==> src/rtl/core/crl_pkg.sv <==
// shared types and constants of the connection rate limiter
`default_nettype none

package crl_pkg;

	localparam int TABLE_ENTRIES = 64;
	localparam int TIME_BITS     = 48;
	localparam int IDX_W         = (TABLE_ENTRIES > 1) ? $clog2(TABLE_ENTRIES) : 1;
	localparam int TSUM_W        = TIME_BITS + 1;
	localparam int ADDR_W        = 32;
	localparam int CNT_W         = 5;
	localparam int CFG_IDX_W     = 3;
	localparam int CFG_DATA_W    = 16;

	localparam logic [15:0] WINDOW_RST  = 16'd8000;
	localparam logic [3:0]  BURST_RST   = 4'd3;
	localparam logic [15:0] FAST_RST    = 16'd800;
	localparam logic [15:0] BLOCK_RST   = 16'd3000;
	localparam logic [11:0] PENALTY_RST = 12'd225;

	typedef enum logic [CFG_IDX_W-1:0] {
		REG_WINDOW  = 3'd0,
		REG_BURST   = 3'd1,
		REG_FAST    = 3'd2,
		REG_BLOCK   = 3'd3,
		REG_PENALTY = 3'd4
	} reg_idx_t;

	typedef enum logic [2:0] {
		ST_NEW      = 3'd0,
		ST_ACCEPT   = 3'd1,
		ST_BLOCKED  = 3'd2,
		ST_NEWBLOCK = 3'd3,
		ST_FULL     = 3'd4
	} status_t;

	typedef enum logic [1:0] {
		CMD_HIT  = 2'd0,
		CMD_NEW  = 2'd1,
		CMD_FULL = 2'd2
	} cmd_kind_t;

	typedef struct packed {
		logic [15:0] window_ms;
		logic [3:0]  burst_limit;
		logic [15:0] fast_window_ms;
		logic [15:0] block_ms;
		logic [11:0] penalty_ms;
	} cfg_t;

	typedef struct packed {
		cmd_kind_t              kind;
		logic [IDX_W-1:0]       idx;
		logic [ADDR_W-1:0]      addr;
		logic [TIME_BITS-1:0]   now;
	} cmd_t;

	// table update sent from the back end to the front end's address store
	typedef struct packed {
		logic                   we;
		logic [IDX_W-1:0]       idx;
		logic [ADDR_W-1:0]      addr;
	} tbl_wr_t;

	typedef struct packed {
		logic [TIME_BITS-1:0]   last;
		logic [TIME_BITS-1:0]   blk_until;
		logic [CNT_W-1:0]       count;
	} rec_t;

endpackage

`default_nettype wire

==> src/rtl/core/crl_front.sv <==
// front end: takes attempts and scans the source table for a hit or a free slot
`default_nettype none

module crl_front
	import crl_pkg::*;
(
	input  wire logic                 clk,
	input  wire logic                 arst_n,
	input  wire logic                 push,
	output logic                      full,
	input  wire logic [ADDR_W-1:0]    source_addr,
	input  wire logic [TIME_BITS-1:0] now_ms,
	input  wire logic                 back_busy,
	input  wire logic                 cmd_empty,
	input  wire logic                 cmd_full,
	output logic                      cmd_push,
	output cmd_t                      cmd_data,
	input  tbl_wr_t                   tbl_wr
);

	typedef enum logic [1:0] {
		F_EMPTY,
		F_HOLD,
		F_SCAN
	} fstate_t;

	localparam logic [IDX_W-1:0] LAST_IDX = IDX_W'(TABLE_ENTRIES - 1);

	fstate_t              state_q;
	logic [ADDR_W-1:0]    addr_q;
	logic [TIME_BITS-1:0] now_q;
	logic [TABLE_ENTRIES-1:0] valid_q;
	logic [IDX_W-1:0]     rd_idx_q;
	logic                 issue_done_q;
	logic                 cmp_vld_s1;
	logic [IDX_W-1:0]     cmp_idx_s1;
	logic [ADDR_W-1:0]    rd_data_s1;
	logic                 hit_q;
	logic [IDX_W-1:0]     hit_idx_q;
	logic                 free_q;
	logic [IDX_W-1:0]     free_idx_q;

	logic [ADDR_W-1:0]    addr_mem [TABLE_ENTRIES];

	logic cur_hit;
	logic cur_free;
	logic scan_end;
	logic issuing;
	logic fin_hit;
	logic fin_free;

	assign full     = (state_q != F_EMPTY);
	assign issuing  = (state_q == F_SCAN) && !issue_done_q;
	assign cur_hit  = cmp_vld_s1 && valid_q[cmp_idx_s1] && (rd_data_s1 == addr_q);
	assign cur_free = cmp_vld_s1 && !valid_q[cmp_idx_s1];
	assign scan_end = cmp_vld_s1 && (cmp_idx_s1 == LAST_IDX);
	assign fin_hit  = hit_q || cur_hit;
	assign fin_free = free_q || cur_free;
	assign cmd_push = scan_end;

	// first match wins, then lowest free slot
	always_comb begin
		cmd_data.addr = addr_q;
		cmd_data.now  = now_q;
		if (fin_hit) begin
			cmd_data.kind = CMD_HIT;
			cmd_data.idx  = hit_q ? hit_idx_q : cmp_idx_s1;
		end else if (fin_free) begin
			cmd_data.kind = CMD_NEW;
			cmd_data.idx  = free_q ? free_idx_q : cmp_idx_s1;
		end else begin
			cmd_data.kind = CMD_FULL;
			cmd_data.idx  = '0;
		end
	end

	always_ff @(posedge clk or negedge arst_n) begin
		if (!arst_n) begin
			state_q      <= F_EMPTY;
			valid_q      <= '0;
			rd_idx_q     <= '0;
			issue_done_q <= 1'b0;
			cmp_vld_s1   <= 1'b0;
			cmp_idx_s1   <= '0;
			hit_q        <= 1'b0;
			hit_idx_q    <= '0;
			free_q       <= 1'b0;
			free_idx_q   <= '0;
		end else begin
			if (tbl_wr.we) valid_q[tbl_wr.idx] <= 1'b1;
			cmp_vld_s1 <= issuing;
			cmp_idx_s1 <= rd_idx_q;
			case (state_q)
				F_EMPTY: begin
					if (push) state_q <= F_HOLD;
				end
				F_HOLD: begin
					// table must be settled before the scan starts
					if (!back_busy && cmd_empty) begin
						state_q      <= F_SCAN;
						rd_idx_q     <= '0;
						issue_done_q <= 1'b0;
						hit_q        <= 1'b0;
						free_q       <= 1'b0;
					end
				end
				F_SCAN: begin
					if (issuing) begin
						if (rd_idx_q == LAST_IDX) issue_done_q <= 1'b1;
						else rd_idx_q <= rd_idx_q + IDX_W'(1);
					end
					if (cur_hit && !hit_q) begin
						hit_q     <= 1'b1;
						hit_idx_q <= cmp_idx_s1;
					end
					if (cur_free && !free_q) begin
						free_q     <= 1'b1;
						free_idx_q <= cmp_idx_s1;
					end
					if (scan_end) state_q <= F_EMPTY;
				end
				default: state_q <= F_EMPTY;
			endcase
		end
	end

	always_ff @(posedge clk) begin
		if (push && !full) begin
			addr_q <= source_addr;
			now_q  <= now_ms;
		end
	end

	always_ff @(posedge clk) begin
		if (tbl_wr.we) addr_mem[tbl_wr.idx] <= tbl_wr.addr;
		rd_data_s1 <= addr_mem[rd_idx_q];
	end

`ifndef SYNTHESIS
	a_push_room: assert property (@(posedge clk) disable iff (!arst_n)
		cmd_push |-> !cmd_full)
		else $error("command pushed into a full queue");
	a_scan_quiet: assert property (@(posedge clk) disable iff (!arst_n)
		(state_q == F_SCAN) |-> (!back_busy && !tbl_wr.we))
		else $error("table changed during a scan");
`endif

endmodule

`default_nettype wire

==> config.mk <==
export PLATFORM = sky130hd
export DESIGN_NAME = crl_front
export DESIGN_NICKNAME = d
export VERILOG_FILES = /design/src/rtl/core/crl_pkg.sv /design/src/rtl/core/crl_front.sv
export SDC_FILE = /design/constraint.sdc
export NUM_CORES = 2
export LEC_CHECK = 0
export CORE_ASPECT_RATIO = 1.5
export CORE_UTILIZATION = 50
export DETAILED_ROUTE_END_ITERATION = 6
export DONT_BUFFER_PORTS = 1
export REMOVE_ABC_BUFFERS = 1
export SYNTH_ARGS = -nofsm -noshare
export SYNTH_HDL_FRONTEND = slang
export SYNTH_SLANG_ARGS = --single-unit
==> constraint.sdc <==
create_clock -name clk -period 6.2 [get_ports clk]
set_clock_uncertainty 0.1 [all_clocks]
set_input_delay 1.24 -clock clk [delete_from_list [all_inputs] [get_ports clk]]
set_output_delay 1.24 -clock clk [all_outputs]
set_load 0.1 [all_outputs]
==> reports/metrics.cfg <==
[sta]
finalWorstSetupSlack_ns=0.3325
setup-violations-final=0
whs_ns=0.2125
final.period_utilization_pct=94.64
min_period_ns=5.867
worst_pin_slew_ns=1.381
fmax_ghz=0.1704
final-hold-violation-count=0
drv_slew=0
slew-limit-headroom_pct=7.704
rsz0062_at_grt=no

[critical_path]
path_cells=mux4_2 > mux2i_1 > o221ai_1 > a32oi_4 > mux2i_1 > o221ai_2 > buf_4
max_stage_delay_ns=0.79
cp_data_required_time_ns=4.86
timing.critical_path.mode_cell=mux2i_1
critPathSlowestCell=dfrtp_1
critPathCaptureType=output pin
crit_fanout=14
crit_type=reg -> out
critical_path_arrival_ns=4.53
startpoint_type=register

[clocking]
post-cts-setup-buffers=0
numCtsBuffers=201
clk_path_buf_depth=3
cts_tree=done
cts_max_level=4
cts-root-buf=clkbuf_16
clock-sinks=2254
clkTransAtPathRegs_ns=0.07
clk_latency_ns=0.85

[die]
die_h_um=507.4
rows=185
ios=215
die_w_um=338.9
start_util_pct=50.32
core-area_um2=169200
dieArea_um2=172000

[grt]
grt_first_pass_wirelength_um=307500
grt_pass1_vias=40110
grt_max_degree=142
antenna_found_initial=16
grt.total_usage_pct=25.87
grt.overflow.total=0

[power_and_ir_drop]
vdd_drop_max_uv=329.5
total_power_mw=36.85
power_frac_seq_pct=48.6
pwr-share-clk_pct=34.6
p_sw_mw=9.513
p_int_mw=27.33
p_leak_nw=29.37
combPwrFrac_pct=16.8
p_per_area_nw_per_um2=384.1
swShare_pct=25.82

[logic_synthesis]
synth_most_common_cell=edfxtp_1
synth-seq-cells=2254
yosysSeqAreaShare_pct=78.56
postSynth.asyncResetShare_pct=4.170
syn_avg_cell_area_um2=24.72
syn_inst=3444
netlist.area_leader.share_pct=75.05
synth.distinct_cells=54
synth.area.top_cells=edfxtp_1 (75%), mux4_2 (18%), dfrtp_1 (2.8%), dfxtp_1 (0.75%), clkbuf_1 (0.50%)
synth-edff-count=2128
synth_area_um2=85150
synth_ff_type=edfxtp_1
yosysTopAreaCell=edfxtp_1
yosys_warnings=0
netlist_top_cells_count=edfxtp_1 (2,128), mux4_2 (682), clkbuf_1 (114)

[final_layout]
n_fill_cell=12000
fin_nets=3755
syn2layout_area_growth_pct=12.67
final_core_util_pct=56.70
finalNonFillerCells=6052
drive_gt1_share_pct=34.23

[run]
cap_violations=0

[drt]
antenna_left=0
post-route-drc-count=0
viasPerCell=6.364
firstDrtPassIters=5
wl_per_cell_um=36.13
drtIter0Drc=4571
vias=38510
routed_wl_um=218700

[place]
dp.cells=5669
port_buffers=0
dp_hpwl_um=126300
gp_congestion=0.8569
dp_worst_setup_slack_ns=1.059

[status]
status=completed

[min_path]
hp-class=in -> async

cell families after synthesis:
| group | share of synthesized area, % |
|---|---|
| xor gates and xnor gates | 0.3703 |
| muxes | 18.42 |
| DFF | 78.56 |
| adders and majority gates | 0.01469 |
| AOI/OAI and AO/OA | 0.2866 |
| buffers and inverters | 0.8963 |
| and+or+nand+nor | 1.449 |
routing by layer:
| layer | wire length, um | global-route usage, % |
|---|---|---|
| met2 | 111400 | 43.56 |
| met1 | 84910 | 34.89 |
| met3 | 16380 | 4.462 |
| met4 | 5912 | 7.642 |
| met5 | 27 | 0 |
final timing paths:
kind                            endpoint  slack, ns  cells after the start           from
hold / removal               valid_q[15]       0.21                      1         arst_n
min in group clk             valid_q[52]       0.36                      1    valid_q[52]
setup reg to reg           rd_data_s1[7]       2.22                      4    rd_idx_q[0]
max in group asynchronous    rd_idx_q[2]       5.35                      1         arst_n
hold reg to reg              valid_q[52]       0.36                      1    valid_q[52]
setup / recovery            cmd_data[82]       0.33                      7  cmp_idx_s1[0]
power groups by stage:
stage	clock network, mW	registers, mW	logic, mW
4_1_cts	12.9	17.9	6.30
2_1_floorplan	0	18.7	4.33
6_report	12.8	17.9	6.19
3_3_place_gp	0	18.2	6.19
5_1_grt	13.5	17.9	6.53
3_5_place_dp	0	18.2	6.27
flip-flops by register name (all words and copies together), names as in the netlist, 32 cells and up:
register	count
addr_mem	2048
addr_q	32
now_q	48
rd_data_s1	32
valid_q	64
area by class of cell:
class | count | area (um^2) | share of cell area [%]
well taps | 2244 | 2808 | 2.927
repair buffers | 151 | 1376 | 1.435
diodes | 4 | 10.01 | 0.01043
flip-flops and latches | 2254 | 66920 | 69.75
clock inverters | 127 | 1360 | 1.418
clock buffers | 251 | 5391 | 5.620
multi-input cells | 1008 | 18030 | 18.79
inverters | 13 | 48.80 | 0.05086
timing repair:
item | CTS | global route
endpoints found under the hold margin | 94 | 0
hold buffers | 1 | 0
setup endpoints to repair | 0 | 5
gates resized for setup | 0 | 1
worst max-delay path: cells and delay by family (launching register included):
family	cells	cell delay, ns
DFF	1	0.79
AOI/OAI and AO/OA	3	1.02
muxes	3	1.56
buffers and inverters	1	0.29
layout by cell type, fill, tap and decap left out, types with 5 or more instances in the layout:
| master | count |
|---|---|
| clkinv_1 | 36 |
| nand2_1 | 20 |
| clkbuf_1 | 36 |
| clkinv_8 | 5 |
| o21ai_0 | 5 |
| mux4_2 | 682 |
| clkinv_2 | 43 |
| nor2b_1 | 7 |
| dfrtp_4 | 5 |
| edfxtp_1 | 2128 |
| nor2_1 | 19 |
| nand3_1 | 10 |
| dfxtp_1 | 32 |
| o221ai_2 | 5 |
| nor2_4 | 63 |
| buf_12 | 13 |
| nor4_1 | 12 |
| clkinvlp_4 | 6 |
| dfrtp_1 | 87 |
| xor2_1 | 32 |
| inv_6 | 5 |
| buf_4 | 134 |
| bufinv_16 | 24 |
| mux2i_1 | 14 |
| or2_2 | 65 |
| clkbuf_16 | 204 |
| inv_1 | 13 |
| mux2_2 | 12 |
| clkbuf_8 | 11 |
per-stage QoR:
stage	cell area, um^2	setup TNS, ns
2_1_floorplan	84440	-600.81
3_3_place_gp	89150	0
3_5_place_dp	89150	0
4_1_cts	95930	0
5_1_grt	95930	0
6_report	95940	0
Power figures use the tool's default switching activity.
