[src/rtl/core/crl_pkg.sv]
// shared types and constants of the connection rate limiter
`default_nettype none

package crl_pkg;

	localparam int TABLE_ENTRIES = 64;
	localparam int TIME_BITS     = 48;
	localparam int IDX_W         = (TABLE_ENTRIES > 1) ? $clog2(TABLE_ENTRIES) : 1;
	localparam int TSUM_W        = TIME_BITS + 1;
	localparam int ADDR_W        = 32;
	localparam int CNT_W         = 5;
	localparam int CFG_IDX_W     = 3;
	localparam int CFG_DATA_W    = 16;

	localparam logic [15:0] WINDOW_RST  = 16'd8000;
	localparam logic [3:0]  BURST_RST   = 4'd3;
	localparam logic [15:0] FAST_RST    = 16'd800;
	localparam logic [15:0] BLOCK_RST   = 16'd3000;
	localparam logic [11:0] PENALTY_RST = 12'd225;

	typedef enum logic [CFG_IDX_W-1:0] {
		REG_WINDOW  = 3'd0,
		REG_BURST   = 3'd1,
		REG_FAST    = 3'd2,
		REG_BLOCK   = 3'd3,
		REG_PENALTY = 3'd4
	} reg_idx_t;

	typedef enum logic [2:0] {
		ST_NEW      = 3'd0,
		ST_ACCEPT   = 3'd1,
		ST_BLOCKED  = 3'd2,
		ST_NEWBLOCK = 3'd3,
		ST_FULL     = 3'd4
	} status_t;

	typedef enum logic [1:0] {
		CMD_HIT  = 2'd0,
		CMD_NEW  = 2'd1,
		CMD_FULL = 2'd2
	} cmd_kind_t;

	typedef struct packed {
		logic [15:0] window_ms;
		logic [3:0]  burst_limit;
		logic [15:0] fast_window_ms;
		logic [15:0] block_ms;
		logic [11:0] penalty_ms;
	} cfg_t;

	typedef struct packed {
		cmd_kind_t              kind;
		logic [IDX_W-1:0]       idx;
		logic [ADDR_W-1:0]      addr;
		logic [TIME_BITS-1:0]   now;
	} cmd_t;

	// table update sent from the back end to the front end's address store
	typedef struct packed {
		logic                   we;
		logic [IDX_W-1:0]       idx;
		logic [ADDR_W-1:0]      addr;
	} tbl_wr_t;

	typedef struct packed {
		logic [TIME_BITS-1:0]   last;
		logic [TIME_BITS-1:0]   blk_until;
		logic [CNT_W-1:0]       count;
	} rec_t;

endpackage

`default_nettype wire

[src/rtl/core/crl_cmd_fifo.sv]
// two-entry command queue between the lookup front end and the update back end
`default_nettype none

module crl_cmd_fifo
	import crl_pkg::*;
(
	input  wire logic clk,
	input  wire logic arst_n,
	input  wire logic wr_en,
	input  cmd_t      wr_data,
	input  wire logic rd_en,
	output cmd_t      rd_data,
	output logic      empty,
	output logic      full
);

	cmd_t       mem_q [2];
	logic       wr_ptr_q;
	logic       rd_ptr_q;
	logic [1:0] cnt_q;

	logic do_wr;
	logic do_rd;

	assign do_wr   = wr_en && !full;
	assign do_rd   = rd_en && !empty;
	assign empty   = (cnt_q == 2'd0);
	assign full    = (cnt_q == 2'd2);
	assign rd_data = mem_q[rd_ptr_q];

	always_ff @(posedge clk or negedge arst_n) begin
		if (!arst_n) begin
			wr_ptr_q <= 1'b0;
			rd_ptr_q <= 1'b0;
			cnt_q    <= 2'd0;
		end else begin
			if (do_wr) wr_ptr_q <= !wr_ptr_q;
			if (do_rd) rd_ptr_q <= !rd_ptr_q;
			case ({do_wr, do_rd})
				2'b10:   cnt_q <= cnt_q + 2'd1;
				2'b01:   cnt_q <= cnt_q - 2'd1;
				default: cnt_q <= cnt_q;
			endcase
		end
	end

	always_ff @(posedge clk) begin
		if (do_wr) mem_q[wr_ptr_q] <= wr_data;
	end

endmodule

`default_nettype wire

[config.mk]
export PLATFORM = sky130hd
export DESIGN_NAME = crl_cmd_fifo
export DESIGN_NICKNAME = d
export VERILOG_FILES = /design/src/rtl/core/crl_pkg.sv /design/src/rtl/core/crl_cmd_fifo.sv
export SDC_FILE = /design/constraint.sdc
export NUM_CORES = 1
export LEC_CHECK = 0
export BUFFER_PORTS_ARGS = -buffer_cell sky130_fd_sc_hd__buf_4
export CELL_PAD_IN_SITES_DETAIL_PLACEMENT = 0
export CELL_PAD_IN_SITES_GLOBAL_PLACEMENT = 1
export CORE_UTILIZATION = 30
export DETAILED_ROUTE_END_ITERATION = 6
export PLACE_DENSITY = 0.66
export SYNTH_ARGS = -nofsm -noshare
export SYNTH_HDL_FRONTEND = slang
export SYNTH_SLANG_ARGS = --single-unit
[constraint.sdc]
create_clock -name clk -period 5.44 [get_ports clk]
set_input_delay 0.544 -clock clk [delete_from_list [all_inputs] [get_ports clk]]
set_output_delay 0.544 -clock clk [all_outputs]
set_load 0.02 [all_outputs]
==> flow_summary.toml, run 1 <==
[synth]
synth_edf_count = 176
yosysTopAreaCellShare_pct = 80.37
synth_common_cells = "176 x edfxtp_1, 78 x mux2_2, 10 x mux2_4, 7 x buf_2, 4 x dfrtp_1"
yosysTopAreaCell = "edfxtp_1"
synth_fp_nets = 385
synth_cells = 292
syn_area_sq_um = 6576
ys_seq_area_share_pct = 81.89
avgSynthCellArea_sq_um = 22.52
async_flop_share_pct = 2.222
ys_top_cells_by_area = "edfxtp_1 80%, mux2_2 13%, mux2_4 2.3%, dfrtp_1 1.5%, buf_2 0.53%"
ys_ff_latch = 180
yosys_most_used_dff = "edfxtp_1"
yosys_warnings = 0
yosys.cell_types.count = 15
synth.most_common_cell = "edfxtp_1"

[worst_hold_path]
hold-path-cell-count = 1
hold_start = "wr_data[18]"
hold_end = "mem_q[0][18]"
hold_path.class = "primary input to flop"

[setup_path]
timing.rr.end = "mem_q[1][71]"
r2r_setup_slack_ns = 3.16
r2r-start = "cnt_q[0]"
crit_start = "rd_ptr_q"
crit_arrival_ns = 2.54
rr_worst_depth = 3
path_max_fanout = 47
end_kind = "output pin"
crit_path_start_kind = "flop"
crit_type = "flop to output pin"
worst_ep_required_time_ns = 4.90

[route]
drtIter0Drc = 109
viasPerCell = 4.297
wirelength_um = 12760
firstDrtPassIters = 4
ant_nets = 0
via_count = 3317
wire_per_inst_um = 16.53
drc = 0

[layout]
antenna_cells = 0
drive_above_1_share_pct = 60.56
multi_input_comb_area_sq_um = 1131
fill_cells = 1920
syn_to_final_growth_pct = 34.36
nets = 580
seq_area_sq_um = 5389

[global_routing]
grt_pass1_vias = 3596
grt_overflow_total = 0
busiest_layer = "met2"
grtUsageMet3_pct = 5.549
grt_start_max_net_pins = 48
grt_usage_pct = 11.53
antenna_found_initial = 0
grt.met1_usage_pct = 12.27
grtUsageMet2_pct = 19.72
grt_pass1_wl_um = 18910

[sta]
fin_skew_ns = 0.005908
slew_headroom_pct = 55.56
setup_viol = 0
worst-slew-pin-transition_ns = 0.6666
min_period_over_period_pct = 56.78
fmax_mhz = 323.8
tns_ns = 0
slew_violations = 0
rsz0062_at_grt = "false"
hold_viol_final = 0
period_minus_slack_ns = 3.089

[clock_tree]
hold_buffers = 1
cts_setup_buffers = 0
htreeDepth = 4
cts_tree = "yes"
clk_path_buf_depth = 2
path_clk_slew_ns = 0.07
cts-root-buf = "clkbuf_16"
cts.sinks = 180
cts_buffers = 17
cts_resized = 0
clk_latency_ns = 0.42

[floorplan]
die_area_sq_um = 22520
core_sq_um = 21290
die_y_um = 150.1
die_width_um = 150.1
start_util_pct = 30.89
num_rows = 53
pin_count = 182

[run_status]
status = "completed"

[power]
p_total_mw = 4.911
irDropWorstVdd_mv = 0.2160
leakage_nw = 3.287
p_per_area_nw_per_um2 = 555.8

[place]
gp_congestion = 0.7183
dp_hpwl_um = 8339
portBuffers = 181

[flow_run]
maxCapViolations = 0
==> cell usage in the layout, fill, tap and decap left out <==
cell / Yosys / layout
buf_4: 0 / 185
edfxtp_1: 176 / 176
mux2_2: 78 / 78
clkbuf_16: 0 / 17
mux2_4: 10 / 10
xnor2_1: 3 / 3
bufinv_16: 0 / 3
clkbuf_1: 0 / 3
dfrtp_1: 4 / 3
nor2_1: 3 / 2
xor2_1: 2 / 2
clkinv_4: 0 / 2
nand2b_1: 1 / 1
inv_1: 1 / 1
nand2_1: 1 / 1
nor2b_1: 1 / 1
and3_4: 0 / 1
nor2_4: 0 / 1
ha_1: 1 / 1
clkinv_2: 0 / 1
clkinv_1: 0 / 1
inv_6: 0 / 1
clkinvlp_4: 0 / 1
dlygate4sd3_1: 0 / 1
dfrtp_4: 0 / 1
==> cell families after synthesis <==
group	Yosys count	share of synthesized area [%]
buffers and inverters	11	1.103
flip-flops	180	81.89
XOR/XNOR	5	0.6660
AND/OR/NAND/NOR	7	0.5138
adder cells (fa/ha/maj)	1	0.1902
multiplexers	88	15.64
==> worst max path at each step <==
stage	depth (start not counted)	slack [ns]	end
5_1_grt	3	2.20	rd_data[84]
3_3_place_gp	3	2.77	rd_data[33]
3_5_place_dp	3	2.74	rd_data[33]
6_report	3	2.35	rd_data[84]
2_1_floorplan	2	0.60	mem_q[0][0]
4_1_cts	3	2.27	rd_data[33]
==> metrics by stage <==
step	std cells	util, %	setup slack, ns	hold WS [ns]	cell area [sq um]
after floorplan	292	-	0.6005	0.2484	6576
after global placement	742	38.79	2.772	0.3437	8257
after detailed placement	742	38.79	2.739	0.3458	8257
after CTS	772	41.51	2.272	0.2806	8836
after global routing	772	41.51	2.196	0.2752	8836
final	772	41.51	2.351	0.3073	8836
==> metal layers <==
layer | vias up | share of wire (%)
met5 | - | 0
met4 | 0 | 1.0
met3 | 12 | 8.4
met2 | 116 | 52
met1 | 1653 | 39
li1 | 1536 | -
==> flip-flops by register name (all words and copies together), names as in the netlist <==
register,flops
wr_ptr_q,1
rd_ptr_q,1
mem_q,176
cnt_q,2
==> worst max-delay path, cell delays in order, from the launching register on <==
cell,delay [ns]
dfrtp_4,0.83
buf_4,0.64
mux2_2,0.42
buf_4,0.16
==> layout make-up <==
cell class                      instances  share of cell area, %
Clock buffer                           20                  4.942
Clock inverter                          9                  1.501
Inverter                                1                0.04248
Multi-Input combinational cell        101                  12.80
Sequential cell                       180                  60.99
Tap cell                              275                  3.894
Timing Repair Buffer                  186                  15.83
==> power by group <==
part	internal (mW)	leakage, nW	switching (mW)
clock	0.716	0.274	0.490
combinational	0.773	1.33	0.893
sequential	1.90	1.68	0.140
Note: power is estimated with default switching activity, not from simulation.
==> run 2: changes to the inputs <==
Settings changed: PLACE_DENSITY 0.66 to 0.68.
Clock period 5.44 ns to 2.8 ns, I/O delays scaled along.
==> run 2 against run 1 <==
Compared with the run above: sequential power increased by 90%; combinational power increased by 100%; largest power group unchanged; critical path type unchanged; highest routed layer unchanged; critical path depth unchanged; wire length decreased by 0.64%; sequential cell count unchanged; final cell count increased by 0.52%; via count increased by 0.30%; critical endpoint is now rd_data[16].
==> flow_summary.toml, run 2 (synthesis gave the netlist of run 1 again) <==
[run_status]
status = "completed"

[clock_tree]
clk_latency_ns = 0.41
cts-root-buf = "clkbuf_16"
cts.sinks = 180
cts_buffers = 17
cts_tree = "yes"
clk_path_buf_depth = 2
cts_setup_buffers = 0
cts_resized = 0
path_clk_slew_ns = 0.07
htreeDepth = 4

[global_routing]
grt_pass1_vias = 3616
grt_usage_pct = 11.42
grt_overflow_total = 0
grt_pass1_wl_um = 18900
antenna_found_initial = 0
grt_start_max_net_pins = 62

[sta]
slew_headroom_pct = 67.23
period_minus_slack_ns = 2.227
fmax_mhz = 449.0
slew_violations = 0
worst-slew-pin-transition_ns = 0.4915
setup_slack_ns = 0.5726
hold_viol_final = 0
min_period_over_period_pct = 79.55
rsz0062_at_grt = "false"
setup_viol = 0
fin_skew_ns = 0.007120
tns_ns = 0

[route]
viasPerCell = 4.287
drc = 0
wire_per_inst_um = 16.34
ant_nets = 0
wirelength_um = 12680
drtIter0Drc = 150
via_count = 3327
firstDrtPassIters = 4

[setup_path]
worst_ep_required_time_ns = 2.52
crit_type = "flop to output pin"
crit_start = "rd_ptr_q"
end_kind = "output pin"
r2r-start = "cnt_q[0]"
path_max_fanout = 26
crit_arrival_ns = 1.95
crit_path_start_kind = "flop"

[power]
p_total_mw = 9.690
irDropWorstVdd_mv = 0.4295
p_per_area_nw_per_um2 = 1086
leakage_nw = 3.332

[floorplan]
die_width_um = 150.1
die_y_um = 150.1
die_area_sq_um = 22520
core_sq_um = 21290
start_util_pct = 30.89
pin_count = 182
num_rows = 53

[place]
portBuffers = 181
placed_area_sq_um = 8309
placedCellCount = 744
post-place-ws_ns = 0.9233
dp_hpwl_um = 8546
gp_congestion = 0.6997

[layout]
layout_common_cells = "184 x buf_4, 176 x edfxtp_1, 78 x mux2_2"
top_regs = "mem_q x176, cnt_q x2"
final_area_sq_um = 8921
antenna_cells = 0
stdcell_count = 776
largest_reg_flops = 176
nets = 582
drive_above_1_share_pct = 61.48
syn_to_final_growth_pct = 35.65
regMostFlops = "mem_q"
layout_commonest_cell = "buf_4"

[flow_run]
maxCapViolations = 0

[worst_hold_path]
hold_start = "wr_data[29]"
hold_path.class = "primary input to flop"
-- run 2: final timing paths --
path                       cells after the start  slack (ns)           end
min in group asynchronous                      2        0.20      rd_ptr_q
max reg2reg                                    3        0.97  mem_q[1][62]
min reg2reg                                    1        0.51      cnt_q[1]
max                                            3        0.57   rd_data[16]
max in group asynchronous                      2        2.48      rd_ptr_q
min                                            1        0.05  mem_q[0][29]
-- run 2: where the power goes --
group / leakage [nW] / total [mW] / switching, mW / internal, mW
combinational: 1.35 / 3.39 / 1.82 / 1.56
sequential: 1.68 / 3.87 / 0.188 / 3.68
clock: 0.297 / 2.43 / 1.01 / 1.42
total: 3.33 / 9.69 / 3.03 / 6.66
-- run 2: worst max-delay path, cell delays in order (launching register included) --
cell	delay, ns
dfrtp_4	0.58
buf_4	0.38
mux2_2	0.39
buf_4	0.16
-- run 2: final cells by class --
class                   count  area [sq um]
repair buffers            188          1451
multi-input cells         101          1131
clock buffers              18         429.2
inverters                   1         3.754
clock inverters            13         172.7
fillers                  1909         12370
flip-flops and latches    180          5389
well taps                 275         344.1
-- run 2: metrics by stage --
step                      utilization (%)  hold WS (ns)
after CTS                           41.91       0.02174
final                               41.91       0.04873
after global placement              39.03       0.08163
after global routing                41.91       0.01336
after detailed placement            39.03       0.08458
after floorplan                         -      -0.01559
-- run 2: layer usage --
layer	wire [um]	global-route usage [%]	part of all wire, %
met5	0	0	0
met4	105	4.091	0.83
met3	714	3.963	5.6
met2	6748	19.88	53
met1	5110	12.91	40
-- run 2: timing repair --
item	4_1_cts	5_1_grt
hold buffers	1	0
hold endpoints to repair	4	0
endpoints found under the setup margin	0	0
